--- src/hw/rtl/tea_pkg.sv ---
// Shared types, constants and the round mixing function of the TEA cipher.
package tea_pkg;

  localparam logic [31:0] TEA_DELTA       = 32'h9E37_79B9;
  localparam logic [31:0] TEA_DECRYPT_SUM = 32'hC6EF_3720;
  localparam int          TEA_ROUNDS      = 32;
  localparam int          TEA_STAGES      = 2 * TEA_ROUNDS;
  localparam int          KEY_WORDS       = 4;
  localparam int          CFG_IDX_W       = 3;

  localparam logic CMD_ENCRYPT = 1'b0;
  localparam logic CMD_DECRYPT = 1'b1;

  localparam logic [CFG_IDX_W-1:0] KEY_IDX_0 = 3'd0;
  localparam logic [CFG_IDX_W-1:0] KEY_IDX_1 = 3'd1;
  localparam logic [CFG_IDX_W-1:0] KEY_IDX_2 = 3'd2;
  localparam logic [CFG_IDX_W-1:0] KEY_IDX_3 = 3'd3;

  typedef struct packed {
    logic        command;
    logic [31:0] first_word;
    logic [31:0] second_word;
    logic        last_block;
  } tea_in_t;

  typedef struct packed {
    logic [31:0] result_first_word;
    logic [31:0] result_second_word;
    logic        result_last_block;
  } tea_out_t;

  typedef struct packed {
    logic        command;
    logic [31:0] y;
    logic [31:0] z;
    logic        last;
  } tea_stage_t;

  typedef struct packed {
    logic [31:0] k0;
    logic [31:0] k1;
    logic [31:0] k2;
    logic [31:0] k3;
  } tea_key_t;

  function automatic logic [31:0] tea_mix(input logic [31:0] v, input logic [31:0] sum,
                                          input logic [31:0] ka, input logic [31:0] kb);
    tea_mix = ((v << 4) + ka) ^ (v + sum) ^ ((v >> 5) + kb);
  endfunction

endpackage

--- src/hw/rtl/tea_key_regs.sv ---
// Key word registers written through the configuration port.
module tea_key_regs import tea_pkg::*; (
  input  logic                 clk,
  input  logic                 rst_n,
  input  logic                 wr_en,
  input  logic [CFG_IDX_W-1:0] wr_index,
  input  logic [31:0]          wr_data,
  output tea_key_t             key
);

  tea_key_t key_r;
  tea_key_t key_nxt;

  always_comb begin
    key_nxt = key_r;
    if (wr_en) begin
      case (wr_index)
        KEY_IDX_0: key_nxt.k0 = wr_data;
        KEY_IDX_1: key_nxt.k1 = wr_data;
        KEY_IDX_2: key_nxt.k2 = wr_data;
        KEY_IDX_3: key_nxt.k3 = wr_data;
        default:   key_nxt = key_r; // drop writes beyond the key words
      endcase
    end
  end

  always_ff @(posedge clk) begin
    if (!rst_n) begin
      key_r <= '0;
    end else begin
      key_r <= key_nxt;
    end
  end

  assign key = key_r;

endmodule

--- config.mk ---
export PLATFORM = sky130hd
export DESIGN_NAME = tea_key_regs
export DESIGN_NICKNAME = d
export VERILOG_FILES = /design/src/hw/rtl/tea_pkg.sv /design/src/hw/rtl/tea_key_regs.sv
export SDC_FILE = /design/constraint.sdc
export NUM_CORES = 1
export LEC_CHECK = 0
export BUFFER_PORTS_ARGS = -buffer_cell sky130_fd_sc_hd__buf_2
export CORE_ASPECT_RATIO = 1.2
export CORE_MARGIN = 3
export CORE_UTILIZATION = 50
export CTS_CLUSTER_SIZE = 20
export DETAILED_ROUTE_END_ITERATION = 7
export GPL_ROUTABILITY_DRIVEN = 0
export PLACE_DENSITY = 0.9
export REMOVE_ABC_BUFFERS = 1
export SYNTH_ARGS = -nofsm -noshare
export SYNTH_HDL_FRONTEND = slang
export SYNTH_SLANG_ARGS = --single-unit
--- constraint.sdc ---
create_clock -name clk -period 2.1 [get_ports clk]
set_clock_uncertainty 0.2 [all_clocks]
set_input_delay 0.315 -clock clk [delete_from_list [all_inputs] [get_ports clk]]
set_output_delay 0.315 -clock clk [all_outputs]
set_load 0.03 [all_outputs]
; Word-level counts from Yosys, hierarchy flattened
; Cells that the tools add are included.
[totals]
regBits = 128
latchBits = 0
mem_bits_rw = 0
mem_bits_ro = 0
inputBits = 38
out_inout_bits = 128
wordCells = 12
memories = 0
[op_classes]
addsub = 0
n_mul = 0
div = 0
order_cmp = 0
eq_ne = 3
shift = 0
mux = 0
bitwise_logic = 0
reduce_logical = 5
[ops]
columns = cell, count
row1 = $reduce_and A2 Y1, 4
row2 = $eq A3 B2 Y1 const B, 2
row3 = $eq A3 B1 Y1 const B, 1
row4 = $logic_not A3 Y1, 1

; Longest topological paths before layout
; Gate-level depths: netlist of the first run.
[logic_depth]
ltp_word = 2
mapped_depth = 5
depth_no_buf = 2

; Worst setup path before layout of the first run
; No wires, ideal clock.
[synth_timing]
path_type = in2reg
start = in wr_index[0]
end = reg key_r, in the netlist key[100]
setup_time_ns = 0.072
arrival_time_ns = 1.132
setup_slack_ns = 0.697
path_stages = 3
n_path_buf = 1
cell_sequence = nor4b_4 > buf_6 > mux2i_1
[synth_via]
elab_chain_len = 2
[synth_rtl]
columns = element, line_no
row1 = "start, declared", tea_key_regs.sv:6  ; input logic [CFG_IDX_W-1:0] wr_index,
row2 = $logic_not A3 Y1, tea_key_regs.sv:17  ; case (wr_index)
row3 = $reduce_and A2 Y1 (no source line), --
row4 = "end signal, assigned", tea_key_regs.sv:31  ; key_r <= key_nxt;
row5 = "end, declared", tea_key_regs.sv:11  ; tea_key_t key_r;
; No other way between the ends.
; A chain may end at the register's enable or synchronous reset.

; Worst setup path after layout of the first run
[layout_timing]
start = reg key_r, in the netlist key[56]
end = out key[56] (netlist bit)
[layout_rtl]
columns = element, line_no
row1 = "end, declared", tea_key_regs.sv:8  ; output tea_key_t key
; No word-level cell between the ends.

==> results of run 1 <==
-- synth_stat cells (all sizes together) --
cell type  instances  area share (%)
nand4b             1            0.19
clkbuf             6            0.48
mux2i            128              27
buf               26             3.5
nor4b              1            0.51
nand4bb            2            0.48
dfxtp            128              55
nand2            160              13
-- metal layers --
| layer | vias to the layer above | part of all wire [%] | routed length (µm) | global-route usage, % |
|---|---|---|---|---|
| li1 | 1868 | - | - | - |
| met1 | 1814 | 40 | 4700 | 26.1 |
| met2 | 127 | 50 | 5880 | 39.2 |
| met3 | 24 | 7.0 | 816 | 7.44 |
| met4 | 0 | 2.2 | 262 | 9.06 |
| met5 | - | 0 | 0 | 0 |
-- power groups by stage --
stage                     clock [mW]  combinational (mW)  sequential, mW
after floorplan                    0               0.129            2.67
after global routing            2.93               0.499            2.52
final                           2.75               0.464            2.51
after detailed placement           0               0.416            2.56
after global placement             0               0.402            2.56
after CTS                       2.79               0.463            2.51
-- cell families (layout without fill, tap and decap cells) --
group	after synthesis	in the layout
simple gates	164	164
mux	128	128
flops	128	128
buf+inv	32	235
-- stage by stage --
step | hold slack, ns | TNS [ns] | utilization (%) | setup slack, ns | instance area, µm²
2_1_floorplan | 0.263 | -45.89 | - | -0.376 | 4500
6_report | 0.138 | 0 | 71.6 | 0.489 | 6500
3_5_place_dp | 0.246 | 0 | 61.9 | 0.318 | 5620
5_1_grt | 0.147 | 0 | 71.6 | 0.455 | 6500
3_3_place_gp | 0.239 | 0 | 61.9 | 0.346 | 5620
4_1_cts | 0.129 | 0 | 71.6 | 0.479 | 6500
-- worst min path at each step --
stage / from / end / slack, ns / cells past startpoint
2_1_floorplan: rst_n / key[100] / 0.26 / 2
3_3_place_gp: key[98] / key[98] / 0.24 / 2
3_5_place_dp: key[126] / key[126] / 0.25 / 2
4_1_cts: rst_n / key[97] / 0.13 / 4
5_1_grt: rst_n / key[63] / 0.15 / 4
6_report: rst_n / key[31] / 0.14 / 4
-- worst min-delay path, cell delays in order --
cell and delay (ns):
buf_4 0.13, buf_12 0.19, nand2_1 0.10, mux2i_1 0.05
-- final cells by class --
type                       instances  area, µm²  area share [%]
clock inverter                    10        111            1.71
tap                              120        150            2.31
multi-input combinational        292       1970            30.3
timing repair buffer             203       1260            19.3
sequential                       128       2560            39.4
clock buffer                      22        453            6.97
-- cell usage in the layout (no fill, tap or decap), types with 2 or more instances in the layout --
cell type / n
buf_2: 164
nand2_1: 160
mux2i_1: 128
dfxtp_1: 128
dlygate4sd3_1: 32
clkbuf_16: 16
buf_12: 5
clkinv_2: 4
clkbuf_8: 3
clkinvlp_4: 3
clkbuf_1: 3
nand4bb_4: 2
bufinv_16: 2
buf_4: 2
-- timing repair --
action,4_1_cts,5_1_grt
endpoints found under the setup margin,0,0
hold buffers,32,0
hold endpoints to repair,128,0
==> results_dict.tcl, run 1 <==
set metrics [dict create \
    cpLargestDelayFamily "flip-flops" \
    die_w_um 94.4 \
    p_total_mw 5.73 \
    nFillCells 652 \
    crit_arrival_ns 1.10 \
    coreArea_mm2 0.00908 \
    largest_reg_flops 128 \
    start_kind "flip-flop" \
    post-cts-setup-buffers 0 \
    path_buf_inv 1 \
    maxCapViolations 0 \
    ys_seq_area_share_pct 54.7 \
    htree_levels 4 \
    dp.cells 711 \
    rsz0062_at_grt "false" \
    crit_chain "buf_2" \
    cts.sinks 128 \
    slowest_delay_ns 0.36 \
    place_hpwl_mm 7.53 \
    clkSlewWorstSetupHoldPaths_ns 0.06 \
    vdd.ir_drop.worst_mv 0.578 \
    synthMuxAreaShare_pct 27.3 \
    grt_use_total_pct 22.9 \
    grt_pass1_vias 3961 \
    dr.pass1.iters 4 \
    finalNonFillerCells 775 \
    routed_wl_mm 11.7 \
    synth_xor_area_share_pct 0 \
    worst_pin_slew_ns 0.631 \
    max_slew_margin_pct 58.0 \
    syn2layout_area_growth_pct 38.7 \
    layout_min_cycle_time_ns 1.61 \
    cts.repair.resized 0 \
    p_sw_mw 1.33 \
    p_seq_share_pct 43.8 \
    synth-seq-cells 128 \
    yosys_warnings 0 \
    ys_types 11 \
    critical_path.startpoint "key[56]" \
    endpoint_kind "output pin" \
    drcViolationCount 0 \
    drtIter0Drc 126 \
    cts_buffers 17 \
    r2r_slack_ns 1.20 \
    grt_max_degree 81 \
    viasPerCell 4.95 \
    cp_max_fo 2 \
    vias 3833 \
    p_int_mw 4.40 \
    cp_num_cells 1 \
    final_nets 680 \
    power_density_mw_per_mm2 881 \
    path_class "flip-flop to output pin" \
    netlist_area_mm2 0.00469 \
    dieHeight_um 112 \
    sw_frac_of_total_pct 23.2 \
    min_period_over_period_pct 76.7 \
    rr_worst_depth 2 \
    insertion_delay_ns 0.51 \
    setup_viol 0 \
    postSynthAreaPerCell_um2 10.4 \
    diodes 0 \
    ant_nets 0 \
    ios 166 \
    grt_pass1_wl_mm 19.0 \
    p_clk_share_pct 48.1 \
    clock_path_buffers 2 \
    critPathSlowestCell "dfxtp_1" \
    status "complete, no violations" \
    wire_per_inst_um 15.0 \
    antenna_found_initial 0 \
    num_rows 38 \
    grt_overflow 0 \
    combPwrFrac_pct 8.1 \
    yosys.area_share.adder_pct 0 \
    cp.required_ns 1.58 \
    dieArea_mm2 0.0106 \
    hold_violations 0 \
    synth-compound-area-share_pct 0 \
    crit_end "key[56]" \
    synth_top_family_by_area "multiplexers" \
    min_path_type "primary input to flip-flop" \
    syn_inst 452 \
    p_leak_nw 3.52 \
    drive_gt1_share_pct 31.0 \
    worstReg2RegEnd "key[56]" \
    max_freq_mhz 621 \
    numPortBuffers 165 \
    r2r-start "key[56]" \
    start_util_pct 51.6 \
    slew_violations 0 \
    cts_tree "done" \
    clock-root-buffer "clkbuf_8" \
    yosys.area_share.simple_pct 14.0 \
]
(Power assumes the default switching activity.)
==> inputs of run 2 (changes only) <==
Settings changed: ABC_AREA from default to 1, PLACE_DENSITY 0.9 to 0.89.
Clock period 2.1 ns to 1.65 ns, I/O delays scaled along.
==> results_dict.tcl, run 2 <==
set metrics [dict create \
    finalNonFillerCells 1037 \
    cpLargestDelayFamily "flip-flops" \
    coreArea_mm2 0.00976 \
    vias 5222 \
    min_period_over_period_pct 87.1 \
    post-cts-setup-buffers 0 \
    grt_use_total_pct 24.5 \
    power_density_mw_per_mm2 1130 \
    place_hpwl_mm 9.12 \
    async_reset_ff_share_pct 0 \
    slowest_delay_ns 0.37 \
    p_sw_mw 1.96 \
    synth_edf_count 0 \
    syn2layout_area_growth_pct 33.2 \
    worst_pin_slew_ns 0.405 \
    nFillCells 806 \
    ff_latch_area_mm2 0.00256 \
    post_dp_cell_area_mm2 0.00617 \
    p_clk_share_pct 45.2 \
    yosys.area.top_type "dfxtp_1" \
    ios 166 \
    p_int_mw 5.74 \
    drtIter0Drc 369 \
    die_w_um 98.5 \
    netlist_area_mm2 0.00513 \
    p_seq_share_pct 42.4 \
    multi_input_area_mm2 0.00221 \
    synth-seq-cells 128 \
    cp_max_fo 2 \
    dr.pass1.iters 5 \
    rsz0062_at_grt "false" \
    clkSlewWorstSetupHoldPaths_ns 0.06 \
    cts.sinks 128 \
    largest_reg_flops 128 \
    sw_frac_of_total_pct 25.5 \
    cp.required_ns 1.20 \
    maxCapViolations 0 \
    start_kind "flip-flop" \
    max_slew_margin_pct 73.0 \
    critPathSlowestCell "dfxtp_1" \
    ys_types 11 \
    clock_path_buffers 2 \
    grt_pass1_vias 4661 \
    clock-root-buffer "clkbuf_16" \
    dieHeight_um 117 \
    min_path_type "primary input to flip-flop" \
    final_nets 939 \
    antenna_found_initial 0 \
    routed_wl_mm 14.3 \
    path_buf_inv 1 \
    fin_util_pct 70.0 \
    ant_nets 0 \
    grt_pass1_wl_mm 22.5 \
    synth_flop_cell "dfxtp_1" \
    place_ws_ns 0.174 \
    hold_violations 0 \
    drcViolationCount 0 \
    crit_chain "buf_2" \
    finalInstanceArea_mm2 0.00683 \
    status "complete, no violations" \
    postSynthAreaPerCell_um2 6.90 \
    synth_commonest_cells "228 x nor2_1, 132 x nand2_1, 128 x dfxtp_1, 128 x nand3_1, 40 x buf_2" \
    num_rows 39 \
    drive_gt1_share_pct 23.9 \
    start_util_pct 52.6 \
    diodes 0 \
    synth_most_common_cell "nor2_1" \
    vdd.ir_drop.worst_mv 0.703 \
    cts_tree "done" \
    layout_min_cycle_time_ns 1.44 \
    cts_buffers 17 \
    final_common_cell "nor2_1" \
    synth_area_leaders "dfxtp_1 50%, nor2_1 17%, nand3_1 12%" \
    combPwrFrac_pct 12.5 \
    timing.final.ws_setup_ns 0.212 \
    max_freq_mhz 695 \
    dieArea_mm2 0.0115 \
    crit_arrival_ns 0.99 \
    wire_per_inst_um 13.7 \
    dp.cells 995 \
    numPortBuffers 165 \
    endpoint_kind "output pin" \
    path_class "flip-flop to output pin" \
    grt_max_degree 102 \
    slew_violations 0 \
    setup_viol 0 \
    synth_top_area_share_pct 50.0 \
    htree_levels 4 \
    p_leak_nw 3.41 \
    syn_inst 743 \
    final_cell_mix "224 x nor2_1, 164 x buf_2, 132 x nand2_1, 128 x nand3_1, 128 x dfxtp_1" \
    yosys_warnings 0 \
    viasPerCell 5.04 \
    ys_seq_area_share_pct 50.0 \
    grt_overflow 0 \
    insertion_delay_ns 0.40 \
]
-- run 2: changes by cell type in the layout (fill, tap and decap cells not counted), sizes merged, moves of 5 or more --
cell         before  now
nor2              0  231
mux2i           128    0
nand3             0  128
inv               0   37
a21oi             0   32
nand2           160  132
dlygate4sd3      32   10
buf             171  184
clkbuf           22   27
-- run 2: final timing paths --
check / from / end / slack [ns] / cells past startpoint
setup / recovery: key[52] / key[52] / 0.21 / 1
hold / removal: wr_data[4] / key[36] / 0.01 / 5
hold reg to reg: key[23] / key[23] / 0.27 / 2
setup reg to reg: key[52] / key[52] / 0.83 / 2
-- run 2: worst min-delay path, delay by kind of cell --
family                 cells  cell delay (ns)
buffers and inverters      2             0.13
AND/OR/NAND/NOR            3             0.20
-- run 2: cells by family (layout without fill, tap and decap cells) --
kind of cell | count (synthesis) | in the layout | share of synthesized area [%]
simple gates | 491 | 491 | 39.2
compound gates | 32 | 32 | 3.12
flops | 128 | 128 | 50.0
buf+inv | 92 | 263 | 7.71
-- run 2: per-layer routing --
| metal | GRT usage, % | wire [µm] | vias to the layer above | part of all wire (%) |
|---|---|---|---|---|
| li1 | - | - | 2645 | - |
| met2 | 41.5 | 7140 | 200 | 50 |
| met3 | 5.81 | 1020 | 22 | 7.1 |
| met5 | 0 | 0 | - | 0 |
| met4 | 10.3 | 249 | 0 | 1.7 |
| met1 | 30.0 | 5850 | 2355 | 41 |
-- run 2: metrics by stage --
stage / hold slack (ns) / total power, mW / setup TNS (ns)
after detailed placement: 0.266 / 4.27 / 0
after global routing: 0.0292 / 8.00 / 0
after CTS: 0.000427 / 7.75 / 0
after floorplan: 0.168 / 3.89 / -272.37
final: 0.0127 / 7.70 / 0
after global placement: 0.256 / 4.25 / 0
-- run 2: area by class of cell --
cell class	instances	area share, %
clock buffer	27	7.36
clock inverter	5	0.769
inverter	37	2.03
multi-input combinational	523	32.4
sequential	128	37.5
tap	123	2.25
timing repair buffer	194	17.7
-- run 2: repair_timing --
action / CTS / global route
endpoints found under the hold margin: 18 / 0
gates resized for setup: 0 / 0
hold buffers: 10 / 0
-- run 2: power by group through the flow --
stage	clock [mW]	sequential [mW]	combinational [mW]
after floorplan	0	3.53	0.361
after CTS	3.52	3.26	0.962
final	3.48	3.26	0.961
after detailed placement	0	3.33	0.941
after global placement	0	3.32	0.926
after global routing	3.67	3.27	1.05
