File: config.mk
export PLATFORM = sky130hd
export DESIGN_NAME = tea_round
export DESIGN_NICKNAME = d
export VERILOG_FILES = /design/src/hw/rtl/tea_pkg.sv /design/src/hw/rtl/tea_round.sv
export SDC_FILE = /design/constraint.sdc
export NUM_CORES = 1
export LEC_CHECK = 0
export ABC_AREA = 1
export BUFFER_PORTS_ARGS = -buffer_cell sky130_fd_sc_hd__buf_2
export CAP_MARGIN = 20
export CORE_UTILIZATION = 25
export CTS_BUF_LIST = sky130_fd_sc_hd__clkbuf_4 sky130_fd_sc_hd__clkbuf_8
export DETAILED_ROUTE_END_ITERATION = 8
export PLACE_DENSITY = 0.47
export SYNTH_ARGS = -nofsm -noshare
export SYNTH_HDL_FRONTEND = slang
export SYNTH_SLANG_ARGS = --single-unit
File: constraint.sdc
create_clock -name clk -period 8.6 [get_ports clk]
set_clock_uncertainty 0.2 [all_clocks]
set_input_delay 1.72 -clock clk [delete_from_list [all_inputs] [get_ports clk]]
set_output_delay 1.72 -clock clk [all_outputs]
set_load 0.005 [all_outputs]
File: src/hw/rtl/tea_pkg.sv
// Shared types, constants and the round mixing function of the TEA cipher.
package tea_pkg;

  localparam logic [31:0] TEA_DELTA       = 32'h9E37_79B9;
  localparam logic [31:0] TEA_DECRYPT_SUM = 32'hC6EF_3720;
  localparam int          TEA_ROUNDS      = 32;
  localparam int          TEA_STAGES      = 2 * TEA_ROUNDS;
  localparam int          KEY_WORDS       = 4;
  localparam int          CFG_IDX_W       = 3;

  localparam logic CMD_ENCRYPT = 1'b0;
  localparam logic CMD_DECRYPT = 1'b1;

  localparam logic [CFG_IDX_W-1:0] KEY_IDX_0 = 3'd0;
  localparam logic [CFG_IDX_W-1:0] KEY_IDX_1 = 3'd1;
  localparam logic [CFG_IDX_W-1:0] KEY_IDX_2 = 3'd2;
  localparam logic [CFG_IDX_W-1:0] KEY_IDX_3 = 3'd3;

  typedef struct packed {
    logic        command;
    logic [31:0] first_word;
    logic [31:0] second_word;
    logic        last_block;
  } tea_in_t;

  typedef struct packed {
    logic [31:0] result_first_word;
    logic [31:0] result_second_word;
    logic        result_last_block;
  } tea_out_t;

  typedef struct packed {
    logic        command;
    logic [31:0] y;
    logic [31:0] z;
    logic        last;
  } tea_stage_t;

  typedef struct packed {
    logic [31:0] k0;
    logic [31:0] k1;
    logic [31:0] k2;
    logic [31:0] k3;
  } tea_key_t;

  function automatic logic [31:0] tea_mix(input logic [31:0] v, input logic [31:0] sum,
                                          input logic [31:0] ka, input logic [31:0] kb);
    tea_mix = ((v << 4) + ka) ^ (v + sum) ^ ((v >> 5) + kb);
  endfunction

endpackage

File: src/hw/rtl/tea_round.sv
// One half-round pipeline stage, serving both encryption and decryption.
module tea_round import tea_pkg::*; #(
  parameter int STAGE_IDX = 0
) (
  input  logic       clk,
  input  logic       rst_n,
  input  logic       en,
  input  logic       in_valid,
  input  tea_stage_t in_data,
  input  tea_key_t   key,
  output logic       valid_r,
  output tea_stage_t data_r
);

  localparam int          ROUND   = STAGE_IDX / 2;
  localparam bit          ODD     = (STAGE_IDX % 2) == 1;
  localparam logic [31:0] SUM_ENC = 32'(ROUND + 1) * TEA_DELTA;
  localparam logic [31:0] SUM_DEC = TEA_DECRYPT_SUM - 32'(ROUND) * TEA_DELTA;

  logic        dec;
  logic        use_k01;
  logic [31:0] src;
  logic [31:0] sum;
  logic [31:0] ka;
  logic [31:0] kb;
  logic [31:0] m;
  tea_stage_t  data_nxt;

  always_comb begin
    dec     = in_data.command == CMD_DECRYPT;
    // decryption runs the two halves in swapped order
    use_k01 = ODD ? dec : !dec;
    src     = use_k01 ? in_data.z : in_data.y;
    ka      = use_k01 ? key.k0 : key.k2;
    kb      = use_k01 ? key.k1 : key.k3;
    sum     = dec ? SUM_DEC : SUM_ENC;
    m       = tea_mix(src, sum, ka, kb);
    data_nxt = in_data;
    if (use_k01) begin
      data_nxt.y = dec ? in_data.y - m : in_data.y + m;
    end else begin
      data_nxt.z = dec ? in_data.z - m : in_data.z + m;
    end
  end

  always_ff @(posedge clk) begin
    if (!rst_n) begin
      valid_r <= 1'b0;
    end else if (en) begin
      valid_r <= in_valid;
    end
  end

  always_ff @(posedge clk) begin
    if (en && in_valid) begin
      data_r <= data_nxt;
    end
  end

endmodule

Word level (Yosys, flattened, before mapping)
Index checks and enable logic that the tools add are counted.

Register bits: 67. Input bits: 198. Output and inout bits: 67. Logic and storage cells: 19.

Add/subtract/negate cells: 5. Mux-type cells: 6. Bitwise gates (word level): 2. Reductions and logical operators: 1.

Operators with widths (count): 32-bit 2-to-1 mux (5); 32-bit adder (3); 32-bit bitwise XOR (2); 27-bit by 32-bit adder with 32-bit output (1); 32-bit subtractor (1); 31-bit 2-to-1 mux (1); 1-bit logical AND (1).

Longest topological paths before layout
Gate-level depths: netlist of the first run.

Depth after elaboration: 6. Mapped depth: 39.

Least setup slack after synthesis of the first run
Ideal clock, no wire load.

Path kind: input to register. From: in in_data[65] (netlist bit). To: reg data_r[30] (netlist bit), data pin. Setup time: 0.258 ns. Data arrival time: 6.458 ns. Data required time: 8.142 ns. Slack: 1.684 ns. Stages: 36. Buffers on the path: 6. Cells stage by stage: buf_6 buf_6 buf_6 clkbuf_1 clkbuf_1 clkbuf_1 nor2_1 inv_1 nand2_1 ha_1 fa_1 nand3_1 nand2_1 nand2_1 nand2_1 inv_1 o21ai_1 a21oi_1 o21bai_1 xor2_1 inv_1 nand2_1 nand2_1 nand2_1 nand2_1 ha_1 nand2_1 nor4_1 nand3_1 nand3_1 a21o_1 nand2_1 o211ai_1 a21oi_1 o21ai_0 nand2_1.

RTL lines: start: declaration (line tea_round.sv:9) `input tea_stage_t in_data,`; end signal: assignment (line tea_round.sv:56) `data_r <= data_nxt;`; end: declaration (line tea_round.sv:12) `output tea_stage_t data_r`.

==> impl_metrics.py, run 1 <==
metrics = {
    "route": {
        "vias": 13997,
        "firstDrtPassIters": 6,
        "drtIter0Drc": 922,
        "wire_per_inst_microns": 17.73,
        "via_per_inst": 4.798,
        "wirelength_microns": 51720,
        "remaining_drc_errors": 0,
        "ant_nets": 0,
    },
    "synth": {
        "yosysSeqAreaShare_pct": 16.07,
        "ys_async_sr_fraction_pct": 0,
        "synth_area_per_cell_sq_um": 6.246,
        "synth_edf_count": 66,
        "ys_types": 56,
        "synth-seq-cells": 67,
        "syn_area_sq_um": 12450,
        "ys_warn_count": 0,
        "syn_nets": 2318,
        "synthFlopType": "edfxtp_1",
        "syn_inst": 1994,
    },
    "grt": {
        "overflow": 0,
        "grt_first_pass_wirelength_microns": 76780,
        "grt_pass1_vias": 13489,
        "grt_start_max_net_pins": 67,
        "antenna_found_initial": 3,
        "grt_usage_pct": 20.21,
    },
    "critical_path": {
        "crit_type": "in2reg",
        "critPathLaunchType": "input port",
        "crit_end": "data_r[62]",
        "crit_slowest_cell": "buf_4",
        "reg2regPathDepth": 2,
        "cp_common_cell": "nand2_1",
        "r2r_end": "valid_r",
        "worstPathRequired_ns": 8.53,
        "cp-startpoint": "in_data[65]",
        "critical_path_arrival_ns": 7.39,
        "setup.worst_path.end_class": "flip-flop",
        "rrSetupSlack_ns": 7.81,
        "slowest_delay_ns": 0.62,
        "crit_fanout": 66,
        "rr_startpoint": "valid_r",
    },
    "sta": {
        "worstMarginPinSlew_ns": 0.9124,
        "finalCriticalPeriod_ns": 7.463,
        "relSlewSlack_pct": 39.17,
        "setup_viol": 0,
        "fin_crit_sh_pct": 86.77,
        "fin_tns_setup_ns": 0,
        "grt_setup_unrepaired": "false",
        "hold_viol": 0,
        "fmaxAchievable_mhz": 134.0,
        "slew_violations": 0,
    },
    "placed_design": {
        "dpl.hpwl_microns": 45400,
        "io_buffer_count": 264,
        "gp_congestion": 0.9026,
    },
    "pwr": {
        "power_density_nw_per_um2": 258.4,
        "power_leakage_nw": 7.525,
        "vdd_drop_max_mv": 0.1091,
    },
    "clock_tree": {
        "ctsResizeCount": 0,
        "clk_latency_ns": 0.38,
        "cts.reportedPaths.clkPinSlew_ns": 0.08,
        "cts_buffers": 9,
        "cts.path.max_buffers": 2,
        "post_cts_buffers": 0,
        "cts.htree.levels": 3,
        "clockRootBuffer": "clkbuf_8",
        "cts.sinks": 67,
        "hold_buffers": 0,
        "tritoncts": "yes",
    },
    "die": {
        "pin_count": 265,
        "initial_core_util_pct": 25.39,
        "fp.dieH_microns": 225.2,
        "placementRows": 81,
        "die_x_microns": 225.2,
        "die_area_sq_um": 50720,
        "core_area_sq_um": 49050,
    },
    "finish": {
        "fill_cells": 5570,
        "finalNetCount": 2570,
        "final_cell_mix": "nand2_1 (632), buf_2 (263), inv_1 (200)",
        "area_growth_syn_to_layout_pct": 18.68,
        "multiInputGateArea_sq_um": 9462,
        "utilization_pct": 30.13,
        "final_common_cell": "nand2_1",
        "layout-drive-gt1-share_pct": 15.99,
        "register_area_sq_um": 2002,
    },
    "run_status": {
        "status": "completed",
    },
    "run": {
        "drv_cap": 0,
    },
    "worst_hold_path": {
        "holdPathStages": 2,
        "hp-class": "reg2reg",
    },
}
state kept, by name (all words and copies together) (netlist names):
signal	flops
data_r	66
valid_r	1
per-layer routing:
metal  GRT usage, %  up-vias  part of all wire (%)  wire length, microns
met5              0        -                     0                     0
met2          32.57      399                    44                 22690
met1          28.49     6380                    49                 25560
met4          5.684        0                   2.2                  1155
met3          1.825       47                   4.5                  2317
li1               -     7171                     -                     -
area by class of cell:
type                            instances  share of cell area [%]
Multi-Input combinational cell       1680                   64.01
Sequential cell                        67                   13.54
Timing Repair Buffer                  274                   9.549
Tap cell                              664                   5.621
Inverter                              214                   5.452
Clock inverter                          7                  0.9481
Clock buffer                            9                  0.8381
Antenna cell                            2                 0.03386
per-stage QoR:
step	setup WS, ns	hold slack, ns	cell area [sq um]	instances	power (mW)
CTS	1.135	0.2767	14780	2915	3.826
detailed placement	0.7057	0.2654	14510	2899	3.444
global placement	0.7588	0.2558	14510	2899	3.470
finish	1.137	0.2751	14780	2917	3.819
floorplan	1.684	0.2642	12450	1994	2.534
global route	0.6068	0.2991	14780	2916	4.205
kinds of logic (layout without fill, tap and decap cells):
kind of cell / Yosys count / after routing / synth area share [%]
buffers and inverters: 247 / 504 / 7.957
other: 0 / 2 / 0
multiplexers: 1 / 1 / 0.08037
AND/OR/NAND/NOR: 990 / 990 / 33.11
flip-flops: 67 / 67 / 16.07
AO/OA/AOI/OAI: 414 / 414 / 19.34
adder cells (fa/ha/maj): 126 / 126 / 12.90
XOR/XNOR: 149 / 149 / 10.54
synthesized netlist by cell type (6+ instances only):
cell | number | area [sq um]
buf_6 | 7 | 78.83
a31oi_1 | 8 | 50.05
buf_1 | 6 | 22.52
xor2_1 | 88 | 770.7
or2_1 | 7 | 43.79
nand3b_1 | 8 | 60.06
o21ai_2 | 11 | 96.34
o21a_1 | 13 | 97.59
a21oi_2 | 9 | 78.83
o21bai_1 | 15 | 112.6
edfxtp_1 | 66 | 1982
inv_1 | 201 | 754.5
nand2_2 | 16 | 100.1
nand4_1 | 17 | 106.4
o21ai_1 | 15 | 75.07
nand3_1 | 109 | 545.5
inv_2 | 12 | 45.04
xnor2_1 | 60 | 525.5
nor2_1 | 147 | 551.8
nor3_1 | 24 | 120.1
ha_1 | 122 | 1526
nor4_1 | 11 | 68.82
a21oi_1 | 157 | 785.8
a21o_1 | 19 | 142.6
clkbuf_1 | 17 | 63.81
a21boi_0 | 14 | 105.1
o21ai_0 | 125 | 625.6
nand2_1 | 632 | 2372
worst min path at each step:
stage          slack (ns)      end  startpoint
6_report             0.28  valid_r     valid_r
5_1_grt              0.30  valid_r     valid_r
4_1_cts              0.28  valid_r     valid_r
3_5_place_dp         0.27  valid_r     valid_r
3_3_place_gp         0.26  valid_r     valid_r
2_1_floorplan        0.26  valid_r     valid_r
power by group:
| part | switching (mW) | leakage [nW] | internal, mW | total, mW |
|---|---|---|---|---|
| sequential | 0.0160 | 0.619 | 0.472 | 0.488 |
| clock | 0.138 | 0.127 | 0.221 | 0.359 |
| combinational | 1.94 | 6.78 | 1.03 | 2.97 |
worst max-delay path: cells and delay by family:
kind / cells / cell delay, ns
xor+xnor: 1 / 0.20
fa+ha+maj: 3 / 0.81
compound gates: 6 / 1.21
buf+inv: 4 / 1.09
simple gates: 15 / 2.33
Note: power is estimated with default switching activity, not from simulation.
==> run 2: changes to the inputs <==
Settings changed: RECOVER_POWER set to 100.
==> run 2 against run 1 <==
  * The flow now finishes with violations (capacitance limit, slew limit)
  * Combinational power hardly changed
  * Cell area fell by 0.44%
  * Fmax decreased by 2.5%
  * Worst hold slack got worse by 0.0023 ns
  * Setup slack got worse by 0.19 ns
  * Critical path depth unchanged
  * Non-clock buffer count unchanged
  * Clock power hardly changed
  * First-iteration DRC count is 10% lower
  * Total power is 0.39% lower
  * Global-route usage did not move
  * Register-to-register slack barely moved
  * Critical endpoint unchanged
  * Largest cell class unchanged
  * Largest power group unchanged
==> impl_metrics.py, run 2 (synthesized netlist as in run 1, its figures left out) <==
metrics = {
    "worst_hold_path": {
        "holdPathStages": 2,
        "whs_endpoint": "valid_r",
        "hold_path_startpoint": "valid_r",
        "hp-class": "reg2reg",
    },
    "finish": {
        "fin_cells": 2917,
        "area_growth_syn_to_layout_pct": 18.15,
        "reg_top3": "data_r (66), valid_r (1)",
        "finalNetCount": 2570,
        "largest-register": "data_r",
        "utilization_pct": 30.00,
        "final_common_cell": "nand2_1",
        "layout-drive-gt1-share_pct": 13.95,
        "largest_reg_flops": 66,
        "final_cell_mix": "nand2_1 (633), buf_2 (222), inv_1 (200)",
    },
    "die": {
        "fp.dieH_microns": 225.2,
        "pin_count": 265,
        "placementRows": 81,
        "die_x_microns": 225.2,
        "initial_core_util_pct": 25.39,
        "die_area_sq_um": 50720,
        "core_area_sq_um": 49050,
    },
    "sta": {
        "grt_setup_unrepaired": "false",
        "worstMarginPinSlew_ns": 3.765,
        "fin_tns_setup_ns": 0,
        "setup_ws_ns": 0.9470,
        "relSlewSlack_pct": -151.0,
        "fin_hold_ws_ns": 0.2728,
        "finalCriticalPeriod_ns": 7.653,
        "hold_viol": 0,
        "fmaxAchievable_mhz": 130.7,
        "setup_viol": 0,
        "slew_violations": 67,
        "fin_crit_sh_pct": 88.99,
    },
    "pwr": {
        "power_leakage_nw": 7.400,
        "power_density_nw_per_um2": 258.5,
        "vdd_drop_max_mv": 0.1059,
    },
    "route": {
        "via_per_inst": 4.777,
        "vias": 13934,
        "ant_nets": 0,
        "wirelength_microns": 51790,
        "remaining_drc_errors": 0,
        "firstDrtPassIters": 8,
        "drtIter0Drc": 830,
        "wire_per_inst_microns": 17.76,
    },
    "placed_design": {
        "dpl.hpwl_microns": 45400,
        "gp_congestion": 0.9026,
        "place_inst": 2899,
        "post-place-ws_ns": 0.7057,
        "io_buffer_count": 264,
    },
    "critical_path": {
        "rrSetupSlack_ns": 7.82,
        "crit_type": "in2reg",
        "slowest_delay_ns": 0.62,
        "rr_startpoint": "valid_r",
        "critical_path_arrival_ns": 7.58,
        "crit_fanout": 66,
        "critPathLaunchType": "input port",
        "reg2regPathDepth": 2,
        "cp_common_cell": "nand2_1",
        "worstPathRequired_ns": 8.53,
        "crit_slowest_cell": "buf_4",
        "r2r_end": "valid_r",
        "setup.worst_path.end_class": "flip-flop",
    },
    "clock_tree": {
        "cts.path.max_buffers": 2,
        "clk_latency_ns": 0.38,
        "cts.sinks": 67,
        "cts_buffers": 9,
        "cts.htree.levels": 3,
        "clockRootBuffer": "clkbuf_8",
        "tritoncts": "yes",
        "cts.reportedPaths.clkPinSlew_ns": 0.07,
        "hold_buffers": 0,
        "post_cts_buffers": 0,
        "ctsResizeCount": 0,
    },
    "run_status": {
        "violations": "capacitance limit, slew limit",
        "status": "finished with violations",
    },
    "grt": {
        "grt_usage_pct": 20.21,
        "grt_first_pass_wirelength_microns": 76780,
        "overflow": 0,
        "grt_pass1_vias": 13489,
        "antenna_found_initial": 3,
        "grt_start_max_net_pins": 67,
    },
    "run": {
        "drv_cap": 1,
    },
}
-- run 2: how the worst max path moves through the flow --
stage / end / cells past startpoint / from / slack, ns
after floorplan: data_r[30] / 36 / in_data[65] / 1.68
after global placement: data_r[62] / 29 / in_data[65] / 0.76
after detailed placement: data_r[62] / 29 / in_data[65] / 0.71
final: data_r[62] / 29 / in_data[65] / 0.95
after global routing: data_r[29] / 31 / in_data[65] / 0.38
after CTS: data_r[62] / 29 / in_data[65] / 1.14
-- run 2: worst max-delay path: cells and delay by family --
kind / cells / cell delay (ns)
xor gates and xnor gates: 1 / 0.20
AOI/OAI and AO/OA: 6 / 1.43
and+or+nand+nor: 15 / 2.30
adders and majority gates: 3 / 0.81
buffers and inverters: 4 / 1.08
-- run 2: cell type report --
type	instances	area, sq um
diodes	2	5.005
clock buffers	9	123.9
clock inverters	7	140.1
fillers	5583	34340
inverters	214	805.8
multi-input cells	1680	9459
flip-flops and latches	67	2002
well taps	664	830.8
repair buffers	274	1349
-- run 2: metrics by stage --
stage	total power, mW	cell area, sq um
2_1_floorplan	2.534	12450
5_1_grt	4.189	14710
6_report	3.805	14720
4_1_cts	3.826	14780
3_3_place_gp	3.470	14510
3_5_place_dp	3.444	14510
-- run 2: layer usage --
metal | track usage [%] | wire length [microns] | vias to the layer above | share of wire, %
met4 | 5.684 | 1124 | 0 | 2.2
met3 | 1.825 | 2243 | 43 | 4.3
met2 | 32.57 | 22790 | 373 | 44
li1 | - | - | 7164 | -
met1 | 28.49 | 25640 | 6354 | 50
met5 | 0 | 0 | - | 0
-- run 2: power breakdown --
group	leakage [nW]	total, mW	switching, mW	internal (mW)
Combinational	6.65	2.96	1.94	1.01
Sequential	0.619	0.491	0.0173	0.473
Clock	0.127	0.359	0.137	0.221
Total	7.40	3.80	2.10	1.71
==> run 3: changes to the inputs <==
Settings changed: ABC_AREA 1 to not set, PLACE_DENSITY 0.47 to 0.49, REMOVE_ABC_BUFFERS set to 1.
Clock period 8.6 ns to 6.62 ns, I/O delays scaled along.
==> run 3 against run 2 <==
  * The flow finishes with violations (setup timing)
  * Utilization is 11 points higher
  * Cell count fell by 4.8%
  * Wire length decreased by 2.4%
  * Worst hold slack better by 0.12 ns
  * Non-clock buffer count up 506
  * Synthesized area down 7.5%
  * Critical path type unchanged
  * Critical endpoint is now data_r[64]
  * Largest power group unchanged
==> impl_metrics.py, run 3 <==
metrics = {
    "grt": {
        "overflow": 0,
        "antenna_found_initial": 0,
        "grt_usage_pct": 21.21,
        "grt_first_pass_wirelength_microns": 76280,
        "grt_start_max_net_pins": 68,
        "grt_pass1_vias": 13392,
    },
    "synth": {
        "synth_area_leaders": "edfxtp_1 (17%), ha_1 (13%), xnor2_1 (11%), mux2_2 (6.0%), o21ai_0 (5.2%)",
        "synthAdderAreaFrac_pct": 13.94,
        "synth-seq-cells": 67,
        "synth_edf_count": 66,
        "synth_area_per_cell_sq_um": 8.150,
        "synthMostInstantiatedCell": "xnor2_1",
        "ys_types": 88,
        "yosysSeqAreaShare_pct": 17.37,
        "syn_area_sq_um": 11520,
        "synth_largest_area_cell": "edfxtp_1",
        "syn_inst": 1414,
        "ys_async_sr_fraction_pct": 0,
        "synth-xor-area-share_pct": 16.32,
        "synth_top_family_by_area": "compound AO/OA/AOI/OAI gates",
        "yosysTopAreaCellShare_pct": 17.20,
        "synth_mux_area_share_pct": 6.775,
        "synth_compound_area_share_pct": 25.67,
        "netlist_top_cells_count": "xnor2_1 (143), nand2_1 (135), ha_1 (122)",
        "ys_warn_count": 0,
        "synth_simple_gate_area_share_pct": 16.02,
        "synthFlopType": "edfxtp_1",
    },
    "die": {
        "fp.dieH_microns": 216.7,
        "initial_core_util_pct": 25.39,
        "placementRows": 78,
        "pin_count": 265,
        "die_x_microns": 216.7,
        "die_area_sq_um": 46960,
        "core_area_sq_um": 45380,
    },
    "pwr": {
        "pwr-share-clk_pct": 5.4,
        "power_leakage_nw": 8.840,
        "p_sw_mw": 3.045,
        "vdd_drop_max_mv": 0.1291,
        "swShare_pct": 44.27,
        "power_density_nw_per_um2": 370.0,
        "p_comb_share_pct": 84.9,
        "seq_power_share_pct": 9.7,
        "p_int_mw": 3.833,
    },
    "clock_tree": {
        "clk_latency_ns": 0.42,
        "cts.htree.levels": 3,
        "cts.path.max_buffers": 2,
        "cts.sinks": 67,
        "cts_buffers": 9,
        "tritoncts": "yes",
        "clockRootBuffer": "clkbuf_8",
        "cts.reportedPaths.clkPinSlew_ns": 0.09,
    },
    "sta": {
        "fin_crit_sh_pct": 100.0,
        "setup_viol": 1,
        "grt_setup_unrepaired": "true",
        "fin_tns_setup_ns": -0.001694,
        "setup_ws_ns": -0.001694,
        "hold_viol": 0,
        "worstMarginPinSlew_ns": 0.9600,
        "fmaxAchievable_mhz": 151.0,
        "finalCriticalPeriod_ns": 6.622,
        "relSlewSlack_pct": 36.00,
        "slew_violations": 0,
    },
    "critical_path": {
        "worstPathRequired_ns": 6.60,
        "critPathLaunchType": "input port",
        "cp_common_cell": "a21o_1",
        "setup.worst_path.end_class": "flip-flop",
        "crit_family": "compound AO/OA/AOI/OAI gates",
        "critical_path_arrival_ns": 6.60,
        "crit_fanout": 17,
        "path_buf_inv": 7,
        "crit_type": "in2reg",
        "slowest_delay_ns": 0.38,
        "crit_slowest_cell": "ha_1",
    },
    "route": {
        "via_per_inst": 4.841,
        "remaining_drc_errors": 0,
        "wire_per_inst_microns": 18.20,
        "firstDrtPassIters": 7,
        "ant_nets": 0,
        "vias": 13444,
        "wirelength_microns": 50540,
        "drtIter0Drc": 826,
    },
    "finish": {
        "finalNetCount": 2494,
        "fill_cells": 4603,
        "largest-register": "data_r",
        "reg_top3": "data_r (66), valid_r (1)",
        "final_area_sq_um": 18590,
        "layout-drive-gt1-share_pct": 46.30,
        "register_area_sq_um": 2002,
        "utilization_pct": 40.97,
        "area_growth_syn_to_layout_pct": 61.32,
        "final_cell_mix": "buf_4 (497), buf_2 (263), xnor2_1 (132)",
        "multiInputGateArea_sq_um": 9847,
        "largest_reg_flops": 66,
        "final_common_cell": "buf_4",
    },
    "placed_design": {
        "io_buffer_count": 264,
        "dpl.hpwl_microns": 41970,
        "dpl-instance-area_sq_um": 17070,
        "gp_congestion": 0.9645,
        "post-place-ws_ns": -1.218,
    },
    "run_status": {
        "status": "finished with violations",
        "violations": "setup timing",
    },
    "run": {
        "drv_cap": 0,
    },
    "worst_hold_path": {
        "hp-class": "reg2reg",
    },
}
[run 3: worst paths after layout]
check	from	endpoint	slack (ns)	depth (start not counted)
setup / recovery	in_data[65]	data_r[64]	-0.002	28
hold / removal	valid_r	valid_r	0.40	2
setup reg to reg	valid_r	valid_r	5.73	2
hold reg to reg	valid_r	valid_r	0.40	2
[run 3: logic make-up after synthesis]
logic type | count (synthesis)
adder cells (fa/ha/maj) | 126
AO/OA/AOI/OAI | 460
buffers and inverters | 107
XOR/XNOR | 209
flip-flops | 67
multiplexers | 70
AND/OR/NAND/NOR | 375
[run 3: metrics by stage]
step                instances  hold WS [ns]  power (mW)
floorplan                1379        0.3680       3.620
global placement         2725        0.3560       6.034
detailed placement       2725        0.3704       6.050
CTS                      2764        0.3958       6.660
global route             2775        0.4562       7.441
finish                   2777        0.3976       6.878
[run 3: power by group through the flow]
stage / clock network (mW) / registers, mW / logic (mW)
4_1_cts: 0.393 / 0.670 / 5.60
5_1_grt: 0.404 / 0.676 / 6.36
3_3_place_gp: 0 / 0.677 / 5.36
3_5_place_dp: 0 / 0.679 / 5.37
6_report: 0.372 / 0.667 / 5.84
2_1_floorplan: 0 / 0.690 / 2.93
[run 3: cell type report]
cell class / count / area share [%]
clock buffer: 9 / 0.6663
timing repair buffer: 780 / 29.67
multi-input combinational: 1240 / 52.97
sequential: 67 / 10.77
clock inverter: 7 / 0.4106
tap: 600 / 4.038
inverter: 72 / 1.454
antenna: 2 / 0.02692
[run 3: worst reg2reg max path, delay by kind of cell (launching register included)]
family / cells / cell delay, ns
DFF: 1 / 0.32
AOI/OAI and AO/OA: 1 / 0.15
and+or+nand+nor: 1 / 0.12
[run 3: routing by layer]
layer,track usage (%),vias up,wire length (microns)
li1,-,6727,-
met1,30.62,6349,24890
met2,33.11,328,22410
met3,2.428,40,2330
met4,5.540,0,914
met5,0,-,0
[run 3: what timing repair did]
| action | in CTS | in global routing |
|---|---|---|
| hold buffers | 0 | 0 |
| pin swaps | 38 | 68 |
| gates cloned | 6 | 1 |
| endpoints found under the setup margin | 12 | 14 |
| buffers inserted | 17 | 11 |
| gates resized for setup | 101 | 87 |
